## config.mk

```make
export PLATFORM = sky130hd
export DESIGN_NAME = complex_float_to_packed_int16
export DESIGN_NICKNAME = d
export VERILOG_FILES = /design/src/sv/cfpi_pkg.sv /design/src/sv/cfpi_lane.sv /design/src/sv/cfpi_merge.sv /design/src/sv/complex_float_to_packed_int16.sv
export VERILOG_INCLUDE_DIRS = /design/src /design/src/sv
export SDC_FILE = /design/constraint.sdc
export NUM_CORES = 2
export LEC_CHECK = 0
export BUFFER_PORTS_ARGS = -buffer_cell sky130_fd_sc_hd__buf_2
export CAP_MARGIN = 10
export CORE_UTILIZATION = 58
export DETAILED_ROUTE_END_ITERATION = 8
export MAX_ROUTING_LAYER = met4
export PLACE_DENSITY = 0.74
export SLEW_MARGIN = 30
export SYNTH_ARGS = -nofsm -noshare
export SYNTH_HDL_FRONTEND = slang
export SYNTH_HIERARCHICAL = 1
export SYNTH_SLANG_ARGS = --single-unit
```

## constraint.sdc

```tcl
create_clock -name clk -period 36.5 [get_ports clk]
set_input_delay 1.825 -clock clk [delete_from_list [all_inputs] [get_ports clk]]
set_output_delay 1.825 -clock clk [all_outputs]
set_load 0.02 [all_outputs]
```

## src/sv/assert_macros.svh

```systemverilog
// Assertion macros used by the top-level RTL file of the converter.
`ifndef ASSERT_MACROS_SVH
`define ASSERT_MACROS_SVH

// Same-cycle implication, checked outside reset.
`define ASSERT_IMP(lbl, ante, cons) \
  lbl: assert property (@(posedge clk) disable iff (!rst_n) (ante) |-> (cons)) \
    else $error("assertion failed");

// Next-cycle implication, checked outside reset.
`define ASSERT_NXT(lbl, ante, cons) \
  lbl: assert property (@(posedge clk) disable iff (!rst_n) (ante) |=> (cons)) \
    else $error("assertion failed");

// Next-cycle implication that is also checked across reset.
`define ASSERT_ALWAYS_NXT(lbl, ante, cons) \
  lbl: assert property (@(posedge clk) (ante) |=> (cons)) \
    else $error("assertion failed");

`endif

```

## src/sv/cfpi_pkg.sv

```systemverilog
// Package with the types, constants and helpers of the complex float to int16 converter.
`timescale 1ns / 1ps
`default_nettype none
package cfpi_pkg;

  localparam int FLT_W   = 32;
  localparam int MANT_W  = 24;
  localparam int EXP_W   = 11;
  localparam int LZ_W    = 5;
  localparam int I16_W   = 16;
  localparam int STAGES  = 4;

  localparam logic [FLT_W-1:0] SCALE_RESET = 32'h46FF_FE00;
  localparam logic             ORDER_RESET = 1'b0;

  localparam logic [I16_W-1:0] I16_MIN = 16'h8000;
  localparam logic [I16_W-1:0] I16_MAX = 16'h7FFF;

  // Configuration register indexes.
  typedef enum logic [0:0] {
    CFG_SCALE = 1'b0,
    CFG_ORDER = 1'b1
  } cfg_idx_t;

  // Stage enables from the top level to the lanes.
  typedef struct packed {
    logic [STAGES-1:0] en;
  } lane_ctl_t;

  // Number of leading zeros of a 24-bit significand (24 when zero).
  function automatic logic [LZ_W-1:0] lzc24(input logic [MANT_W-1:0] m);
    logic [LZ_W-1:0] n;
    logic            found;
    n     = '0;
    found = 1'b0;
    for (int k = MANT_W - 1; k >= 0; k--) begin
      if (!found) begin
        if (m[k]) begin
          found = 1'b1;
        end else begin
          n = n + 1'b1;
        end
      end
    end
    return n;
  endfunction

endpackage
`default_nettype wire

```

## src/sv/cfpi_lane.sv

```systemverilog
// One conversion lane: normalize, multiply, round to float32, convert and saturate to int16.
`timescale 1ns / 1ps
`default_nettype none
module cfpi_lane (
  input  wire logic                      clk,
  input  wire cfpi_pkg::lane_ctl_t       ctl,
  input  wire logic [cfpi_pkg::FLT_W-1:0] x_bits,
  input  wire logic [cfpi_pkg::FLT_W-1:0] s_bits,
  output logic      [cfpi_pkg::I16_W-1:0] result
);
  import cfpi_pkg::*;

  // Stage 1 signals.
  logic [7:0]        xe, se;
  logic [MANT_W-1:0] xm, sm;
  logic [LZ_W-1:0]   xlz, slz;
  logic [7:0]        xe_eff, se_eff;
  logic [MANT_W-1:0] mx_r, ms_r;
  logic signed [EXP_W-1:0] ex_r, es_r;
  logic              sgn1_r, spc1_r, zero1_r;

  // Stage 2 signals.
  logic [2*MANT_W-1:0]     prod_r;
  logic signed [EXP_W-1:0] e2_r;
  logic                    sgn2_r, spc2_r, zero2_r;

  // Stage 3 signals.
  logic                    top;
  logic [MANT_W-1:0]       f24;
  logic                    rb3, st3, inc3;
  logic [MANT_W:0]         sum3;
  logic [MANT_W-1:0]       f_r;
  logic signed [EXP_W-1:0] ef_r;
  logic                    sgn3_r, spc3_r, zero3_r;

  // Stage 4 signals.
  logic signed [EXP_W-1:0] nef;
  logic [LZ_W-1:0]         sh;
  logic [2*MANT_W-1:0]     shifted;
  logic [MANT_W-1:0]       q4;
  logic                    rb4, st4;
  logic [MANT_W:0]         mag;
  logic [I16_W-1:0]        res_nxt;
  logic [I16_W-1:0]        res_r;

  // Unpack both operands and normalize subnormal significands.
  always_comb begin
    xe     = x_bits[30:23];
    se     = s_bits[30:23];
    xm     = {(xe != 8'd0), x_bits[22:0]};
    sm     = {(se != 8'd0), s_bits[22:0]};
    xe_eff = (xe == 8'd0) ? 8'd1 : xe;
    se_eff = (se == 8'd0) ? 8'd1 : se;
    xlz    = lzc24(xm);
    slz    = lzc24(sm);
  end

  always_ff @(posedge clk) begin
    if (ctl.en[0]) begin
      mx_r    <= xm << xlz;
      ms_r    <= sm << slz;
      ex_r    <= $signed({3'b000, xe_eff}) - $signed({6'b000000, xlz});
      es_r    <= $signed({3'b000, se_eff}) - $signed({6'b000000, slz});
      sgn1_r  <= x_bits[31] ^ s_bits[31];
      spc1_r  <= (xe == 8'hFF) || (se == 8'hFF);
      zero1_r <= (xm == '0) || (sm == '0);
    end
  end

  // Significand product; value is prod * 2^(ex + es - 300).
  always_ff @(posedge clk) begin
    if (ctl.en[1]) begin
      prod_r  <= mx_r * ms_r;
      e2_r    <= ex_r + es_r - EXP_W'(300);
      sgn2_r  <= sgn1_r;
      spc2_r  <= spc1_r;
      zero2_r <= zero1_r;
    end
  end

  // Round the product to a 24-bit significand, nearest even.
  always_comb begin
    top  = prod_r[2*MANT_W-1];
    f24  = top ? prod_r[47:24] : prod_r[46:23];
    rb3  = top ? prod_r[23] : prod_r[22];
    st3  = top ? (|prod_r[22:0]) : (|prod_r[21:0]);
    inc3 = rb3 & (st3 | f24[0]);
    sum3 = {1'b0, f24} + {{MANT_W{1'b0}}, inc3};
  end

  always_ff @(posedge clk) begin
    if (ctl.en[2]) begin
      f_r     <= sum3[MANT_W] ? {1'b1, {(MANT_W-1){1'b0}}} : sum3[MANT_W-1:0];
      ef_r    <= e2_r + (top ? EXP_W'(24) : EXP_W'(23))
                 + {{(EXP_W-1){1'b0}}, sum3[MANT_W]};
      sgn3_r  <= sgn2_r;
      spc3_r  <= spc2_r;
      zero3_r <= zero2_r;
    end
  end

  // Convert the float32 value f * 2^ef to an integer, nearest even, and saturate.
  always_comb begin
    nef     = -ef_r;
    sh      = nef[LZ_W-1:0];
    shifted = {f_r, {MANT_W{1'b0}}} >> sh;
    q4      = shifted[47:24];
    rb4     = shifted[23];
    st4     = |shifted[22:0];
    mag     = {1'b0, q4} + {{MANT_W{1'b0}}, rb4 & (st4 | q4[0])};
    if (spc3_r) begin
      res_nxt = I16_MIN;
    end else if (zero3_r) begin
      res_nxt = '0;
    end else if (ef_r >= EXP_W'(8)) begin
      res_nxt = I16_MIN;
    end else if (ef_r >= EXP_W'(0)) begin
      res_nxt = sgn3_r ? I16_MIN : I16_MAX;
    end else if (nef > EXP_W'(24)) begin
      res_nxt = '0;
    end else if (!sgn3_r) begin
      res_nxt = (mag > 25'd32767) ? I16_MAX : mag[I16_W-1:0];
    end else begin
      res_nxt = (mag >= 25'd32768) ? I16_MIN : (~mag[I16_W-1:0] + 1'b1);
    end
  end

  always_ff @(posedge clk) begin
    if (ctl.en[3]) begin
      res_r <= res_nxt;
    end
  end

  assign result = res_r;

endmodule
`default_nettype wire

```

## src/sv/cfpi_merge.sv

```systemverilog
// Merging stage: packs both lanes into one word in the configured byte order.
`timescale 1ns / 1ps
`default_nettype none
module cfpi_merge (
  input  wire logic                       clk,
  input  wire logic                       en,
  input  wire logic                       big_endian,
  input  wire logic [cfpi_pkg::I16_W-1:0] i_val,
  input  wire logic [cfpi_pkg::I16_W-1:0] q_val,
  output logic      [cfpi_pkg::FLT_W-1:0] word
);
  import cfpi_pkg::*;

  logic [FLT_W-1:0] w;
  logic [FLT_W-1:0] word_r;

  // I in the high half, Q in the low half; reverse bytes for big-endian.
  always_comb begin
    w = {i_val, q_val};
    if (big_endian) begin
      w = {w[7:0], w[15:8], w[23:16], w[31:24]};
    end
  end

  always_ff @(posedge clk) begin
    if (en) begin
      word_r <= w;
    end
  end

  assign word = word_r;

endmodule
`default_nettype wire

```

## src/sv/complex_float_to_packed_int16.sv

```systemverilog
// Top level of the complex float32 to packed int16 converter.
//
//   channel  | dir | payload
//   in_*     | in  | tdata[31:0] I bits, tdata[63:32] Q bits, tlast
//   out_*    | out | tdata[31:0] packed word, tlast
//   cfg_*    | in  | index 0 scale bits, index 1 byte order
//
// One sample is accepted per clock while the output is not stalled; out_tvalid rises once the
// sample has passed the lane registers (normalize, multiply, round, convert) and the merge register.
// Reset is synchronous and active low; it empties the pipeline and loads default registers.
// A stall on the output holds the pipeline; empty stages still take new samples.
`timescale 1ns / 1ps
`default_nettype none
`include "assert_macros.svh"
module complex_float_to_packed_int16 (
  input  wire logic        clk,
  input  wire logic        rst_n,
  input  wire logic        in_tvalid,
  output logic             in_tready,
  input  wire logic [63:0] in_tdata,   // [31:0] in_phase_bits, [63:32] quadrature_bits
  input  wire logic        in_tlast,
  output logic             out_tvalid,
  input  wire logic        out_tready,
  output logic [31:0]      out_tdata,  // [31:0] packed_word
  output logic             out_tlast,
  input  wire logic        cfg_we,
  input  wire cfpi_pkg::cfg_idx_t cfg_index,
  input  wire logic [31:0] cfg_wdata
);
  import cfpi_pkg::*;

  logic [FLT_W-1:0]  scale_r;
  logic              order_r;
  logic [STAGES:0]   vld_r;
  logic [STAGES:0]   last_r;
  logic [STAGES:0]   en;
  lane_ctl_t         ctl;
  logic [I16_W-1:0]  i_res, q_res;

  // Configuration registers.
  always_ff @(posedge clk) begin
    if (!rst_n) begin
      scale_r <= SCALE_RESET;
      order_r <= ORDER_RESET;
    end else if (cfg_we) begin
      unique case (cfg_index)
        CFG_SCALE: scale_r <= cfg_wdata;
        CFG_ORDER: order_r <= cfg_wdata[0];
        default:   ;
      endcase
    end
  end

  // A stage loads when it is empty or its content moves on.
  always_comb begin
    en[STAGES] = !vld_r[STAGES] || out_tready;
    for (int k = STAGES - 1; k >= 0; k--) begin
      en[k] = !vld_r[k] || en[k+1];
    end
    ctl.en = en[STAGES-1:0];
  end

  assign in_tready = en[0];

  // Valid and last markers travel beside the lanes.
  always_ff @(posedge clk) begin
    if (!rst_n) begin
      vld_r <= '0;
    end else begin
      if (en[0]) begin
        vld_r[0] <= in_tvalid;
      end
      for (int k = 1; k <= STAGES; k++) begin
        if (en[k]) begin
          vld_r[k] <= vld_r[k-1];
        end
      end
    end
  end

  always_ff @(posedge clk) begin
    if (en[0]) begin
      last_r[0] <= in_tlast;
    end
    for (int k = 1; k <= STAGES; k++) begin
      if (en[k]) begin
        last_r[k] <= last_r[k-1];
      end
    end
  end

  cfpi_lane u_lane_i (
    .clk    (clk),
    .ctl    (ctl),
    .x_bits (in_tdata[31:0]),
    .s_bits (scale_r),
    .result (i_res)
  );

  cfpi_lane u_lane_q (
    .clk    (clk),
    .ctl    (ctl),
    .x_bits (in_tdata[63:32]),
    .s_bits (scale_r),
    .result (q_res)
  );

  cfpi_merge u_merge (
    .clk        (clk),
    .en         (en[STAGES]),
    .big_endian (order_r),
    .i_val      (i_res),
    .q_val      (q_res),
    .word       (out_tdata)
  );

  assign out_tvalid = vld_r[STAGES];
  assign out_tlast  = last_r[STAGES];

  // A ready output side never blocks the input.
  `ASSERT_IMP(a_ready_flow, out_tready, in_tready)
  // A full pipeline under output stall takes no transfer.
  `ASSERT_IMP(a_full_stall, (&vld_r) && !out_tready, !in_tready)
  // An accepted transfer occupies the first stage.
  `ASSERT_NXT(a_accept_fill, in_tvalid && in_tready, vld_r[0])
  // Reset leaves no result on the output.
  `ASSERT_ALWAYS_NXT(a_reset_empty, !rst_n, !out_tvalid)

endmodule
`default_nettype wire

```

---- Yosys cells after proc, flatten, opt, wreduce, memory -nomap -nowiden ----
Index checks and enable logic that the tools add are counted.
Widths: inputs -> output; s select.
operators by class
  $add $sub $neg .......................... 88
  bitwise gates (word level) .............. 13
  $mul .................................... 2
  div/mod/pow operators ................... 0
  shifts and indexed selects .............. 5
  mux-type cells .......................... 304
  equality and inequality tests ........... 3
  magnitude comparators ................... 10
  reduce and logical (&&, ||, !) cells .... 33
operators by type and width
  operator               number
  $mux 5                 138
  $add 5x1->5 const B    66
  $mux 16                16
  $mux 1                 142
  $add 24x1->25          4
  $mul 24x24->48         2
  $shr 48x5->48          2
  $reduce_or 23->1       4
  $logic_not 24->1       3
  $shl 24x5->24          3
  $ge 25x16->1 const B   2
  $gt 25x15->1 const B   2
  $mux 24                2
  $add 11x11->11         4
  $reduce_or 22->1       2
  $add 16x1->16 const B  2
  $mux 32                1
  $not 16->16            2
  $sub 8x5->9            3
  $eq 8x8->1 const B     3
  $logic_not 8->1        3
  $mux 8                 3
  $reduce_bool 8->1      3
  $add 11x1->11          2
  other kinds (15)       44
storage, ports and cells
  memories kept ........................... 0
  register bits ........................... 418
  ROM bits ................................ 0
  output and inout port bits .............. 35
  bits of input ports ..................... 103
  bits in latches ......................... 0
  bits in writable memories ............... 0

---- Longest topological paths before layout ----
  word-level depth ........................ 72
  gate-level depth with buffers ........... 70
  mapped depth without buffers ............ 69

---- By module ----
Netlist, hierarchy kept.
by module, submodules not included
  module                         times used  area an instance (um2)  sequential area each (um2)  cells an instance
  cfpi_lane at u_lane_i          1           37,783.7                5,555.3                     4,341
  cfpi_lane at u_lane_q          1           37,200.7                5,555.3                     4,241
  complex_float_to_packed_int16  1           1,595.3                 910.9                       171
  cfpi_merge                     1           1,505.2                 960.9                       68

---- Worst setup path before layout ----
No wires, ideal clock.
  kind .................................... input -> register
  start ................................... in in_tdata[55]
  end ..................................... reg u_lane_q.ex_r[7], data pin
  cell stages on the path ................. 65
  buffers on the path ..................... 3
  setup slack ............................. 21.785 ns
  arrival time ............................ 14.458 ns
  cell sequence ........................... nor4_1 -> and2_1 -> clkbuf_1 -> clkbuf_1 -> nand2_1 -> inv_1 -> ha_1 -> o21a_1 -> ha_1 -> or3_1 -> a31oi_1 -> nor3_1 -> ha_1 -> nor2_1 -> a2111oi_0 -> nor2_1 -> nor2_1 -> ha_1 -> (+29 left out) -> nand2_1 -> o21ai_0 -> ha_1 -> mux2i_1 -> o22a_1 -> clkinv_1 -> ha_1 -> o311ai_0 -> o21ai_1 -> inv_1 -> buf_1 -> ha_1 -> a21o_1 -> a21o_1 -> a21o_1 -> nand2_1 -> nand3b_1 -> xnor2_1
between the ends
  longest elaborated chain between the ends .. 72
  elaborated cells between the ends (all ways) .. 97
RTL lines
  item                  RTL line                             source
  start, declared       complex_float_to_packed_int16.sv:20  input wire logic [63:0] in_tdata,
  $reduce_bool 8->1     cfpi_lane.sv:50                      xm = {(xe != 8'd0), x_bits[22:0]};
  $mux 1                cfpi_pkg.sv:38                       if (m[k]) begin
  $add 1x1->2           cfpi_pkg.sv:41                       n = n + 1'b1;
  $mux 5                cfpi_pkg.sv:38
  $mux 5                cfpi_pkg.sv:37                       if (!found) begin
  $add 5x1->5           cfpi_pkg.sv:41
  $mux 5                cfpi_pkg.sv:38
  $mux 5                cfpi_pkg.sv:37
  (+56 left out)        -
  $mux 5                cfpi_pkg.sv:37
  $add 5x1->5           cfpi_pkg.sv:41
  $mux 5                cfpi_pkg.sv:38
  $mux 5                cfpi_pkg.sv:37
  $add 5x1->5           cfpi_pkg.sv:41
  $mux 5                cfpi_pkg.sv:38
  $mux 5                cfpi_pkg.sv:37
  $sub 8x5->9 (*)       cfpi_lane.sv:62                      ex_r <= $signed({3'b000, xe_eff}) - $signed({6'b000000, xlz});
  end signal, assigned  cfpi_lane.sv:62
  end, declared         cfpi_lane.sv:19                      logic signed [EXP_W-1:0] ex_r, es_r;
Every way passes the cells marked *; elsewhere a longest branch is shown, timed or not.
A chain may end at the register's enable or synchronous reset.

---- Final worst setup path ----
  start ................................... in in_tdata[60]
  end ..................................... reg u_lane_q.ex_r[7], data pin
Same word-level chain as after synthesis.

==> flow_metrics.env <==
export IMPL_initial_core_util_pct=58.5
export IMPL_worstPathMaxFanout=24
export IMPL_place_gp_congestion=0.957
export IMPL_regToRegStartpoint="scale_r[24]$_SDFFE_PN0P_"
export IMPL_cp_data_arrival_time_ns=16.61
export IMPL_post_route_period_util_pct=44.5
export IMPL_fmax_mhz=61.6
export IMPL_overflow=0
export IMPL_hp_class="flop to flop"
export IMPL_layout_commonest_cell="nand2_1"
export IMPL_cts_resized=0
export IMPL_synth_main_ff_cell="edfxtp_1"
export IMPL_antenna_found_initial=8
export IMPL_clock_sinks=445
export IMPL_maxCapViolations=0
export IMPL_fin_skew_ns=0.0670
export IMPL_numCtsBuffers=56
export IMPL_grtUsageTotal_pct=32.2
export IMPL_port_buffers=137
export IMPL_htreeDepth=2
export IMPL_final_cell_mix="1321 x nand2_1, 1213 x inv_1, 974 x fa_1"
export IMPL_synth_cells=8821
export IMPL_drive_gt1_share_pct=7.84
export IMPL_ys_seq_elements=445
export IMPL_die_area_sq_um=136000
export IMPL_syn_num_nets=10400
export IMPL_synth_warnings=6
export IMPL_rsz0062_at_grt="false"
export IMPL_end_kind="flop"
export IMPL_final_max_slew_viol_count=0
export IMPL_status="finished, final reports clean"
export IMPL_crit_family="compound AO/OA/AOI/OAI gates"
export IMPL_synth_area_sq_um=78100
export IMPL_worst_path_max_delay_cell="a221oi_1"
export IMPL_clk_path_buf_depth=3
export IMPL_cts_tree="done"
export IMPL_placementRows=134
export IMPL_grt_pass1_wl_um=342000
export IMPL_clk_latency_ns=0.68
export IMPL_core_sq_um=133000
export IMPL_post_cts_repair_setup_buffers=0
export IMPL_relSlewSlack_pct=35.6
export IMPL_die_h_um=369
export IMPL_drt_total_wl_um=213000
export IMPL_tns_ns=0
export IMPL_synth_seq_area_share_pct=16.6
export IMPL_cts_hold_buf=0
export IMPL_vias_per_cell=6.03
export IMPL_chipWidth_um=369
export IMPL_cp_common_cell="ha_1"
export IMPL_min_delay_start="u_lane_i/spc1_r$_DFFE_PP_"
export IMPL_finalHoldViolations=0
export IMPL_fillCellCount=11300
export IMPL_min_period_ns=16.23
export IMPL_wl_per_cell_um=20.2
export IMPL_synth_async_sr_flop_share_pct=0
export IMPL_path_buf_inv=5
export IMPL_first_iter_violations=5865
export IMPL_slowest_delay_ns=0.79
export IMPL_drc=0
export IMPL_grt_pass1_vias=63600
export IMPL_clk_pin_slew_ns=0.06
export IMPL_crit_type="input port to flop"
export IMPL_root_buffer="clkbuf_16"
export IMPL_start_kind="input port"
export IMPL_synthToLayoutAreaGrowth_pct=5.63
export IMPL_dp_hpwl_um=160000
export IMPL_ant_nets=0
export IMPL_grt_max_degree=81
export IMPL_syn_avg_cell_area_sq_um=8.85
export IMPL_synth_edf_count=407
export IMPL_setup_violations_final=0
export IMPL_drt_pre_antenna_iters=6
export IMPL_hold_ws_ns=0.422
export IMPL_cp_required_ns=36.88
export IMPL_tightest_slew_ns=0.962
export IMPL_vias=63500
export IMPL_ys_types=126
export IMPL_ios=138
export IMPL_crit_path_start="in_tdata[60]"
export IMPL_nNetsFinal=10300
==> registers in the layout, indices dropped and copies added (netlist names), 9 cells and up <==
register	count
u_lane_i/ex_r	9
u_lane_i/mx_r	24
u_lane_i/ef_r	11
u_lane_q/ex_r	9
u_lane_q/mx_r	24
u_lane_i/result	16
u_lane_q/e2_r	11
u_lane_q/f_r	24
u_lane_q/prod_r	48
u_lane_q/ef_r	11
u_lane_i/e2_r	11
u_lane_q/ms_r	24
u_merge/word	32
u_lane_i/f_r	24
u_lane_i/prod_r	48
scale_r	32
u_lane_q/result	16
u_lane_q/es_r	9
u_lane_i/ms_r	24
u_lane_i/es_r	9
==> layer usage <==
layer / wire length (um) / part of all wire (%) / GRT usage [%]
met1: 89700 / 42 / 44.0
met2: 96400 / 45 / 49.6
met3: 21000 / 9.9 / 6.03
met5: 0 / 0 / -
met4: 5530 / 2.6 / 8.18
==> metrics by stage <==
step                instance area (sq um)  worst slack (ns)  std cells  util [%]
detailed placement                  80300             19.82      10400      60.2
CTS                                 82300             20.19      10500      61.7
global route                        82500             18.83      10500      61.8
global placement                    80300             20.06      10400      60.1
floorplan                           78100             21.78       8821         -
finish                              82500             20.27      10500      61.8
==> worst paths after layout <==
kind / cells past startpoint / end / slack [ns]
worst min-delay path: 0 / u_lane_i/spc2_r$_DFFE_PP_ / 0.42
worst max register to register: 66 / u_lane_q/es_r[7]$_DFFE_PP_ / 20.35
worst max-delay path: 62 / u_lane_q/ex_r[7]$_DFFE_PP_ / 20.27
worst min register to register: 0 / u_lane_i/spc2_r$_DFFE_PP_ / 0.42
==> synth_stat cells, drive strengths merged (55+ instances only) <==
| cell | number | area share [%] |
|---|---|---|
| nand2 | 1325 | 6.4 |
| inv | 1219 | 5.9 |
| fa | 974 | 25 |
| ha | 506 | 8.1 |
| nor2 | 460 | 2.2 |
| and2 | 426 | 3.4 |
| edfxtp | 407 | 16 |
| clkbuf | 365 | 1.8 |
| a21oi | 333 | 2.2 |
| xnor2 | 302 | 3.5 |
| o21ai | 252 | 1.6 |
| mux2i | 236 | 3.0 |
| nand3 | 191 | 1.2 |
| xor2 | 159 | 1.8 |
| nor3 | 157 | 1.1 |
| mux2 | 99 | 1.6 |
| nor4 | 87 | 0.81 |
| nor2b | 86 | 0.69 |
| buf | 85 | 0.68 |
| nand4 | 83 | 0.67 |
| a21o | 79 | 0.76 |
| nand2b | 69 | 0.55 |
| and3 | 64 | 0.51 |
| or3 | 59 | 0.47 |
| a31oi | 55 | 0.44 |
==> cells by family (layout without fill, tap and decap cells) <==
| logic type | Yosys count | in the layout | synth area share [%] |
|---|---|---|---|
| and+or+nand+nor | 3163 | 3163 | 19.7 |
| buffers and inverters | 1674 | 1617 | 8.32 |
| adders and majority gates | 1502 | 1502 | 33.4 |
| AOI/OAI and AO/OA | 1163 | 1163 | 9.74 |
| xor gates and xnor gates | 489 | 489 | 6.17 |
| DFF | 445 | 445 | 16.6 |
| muxes | 385 | 385 | 6.04 |
| other | 0 | 5 | 0 |
==> area by class of cell <==
type                            count  area, sq um  area share (%)
Antenna cell                        5         12.5          0.0152
Clock buffer                       58         1410            1.71
Clock inverter                     48          609           0.739
Inverter                         1224         4600            5.57
Multi-Input combinational cell   6702        58800            71.3
Sequential cell                   445        13000            15.7
Tap cell                         1768         2210            2.68
Timing Repair Buffer              287         1870            2.26
Power is not shown: default switching activity piles up to over one toggle a cycle in this logic, so the estimate is an artifact.
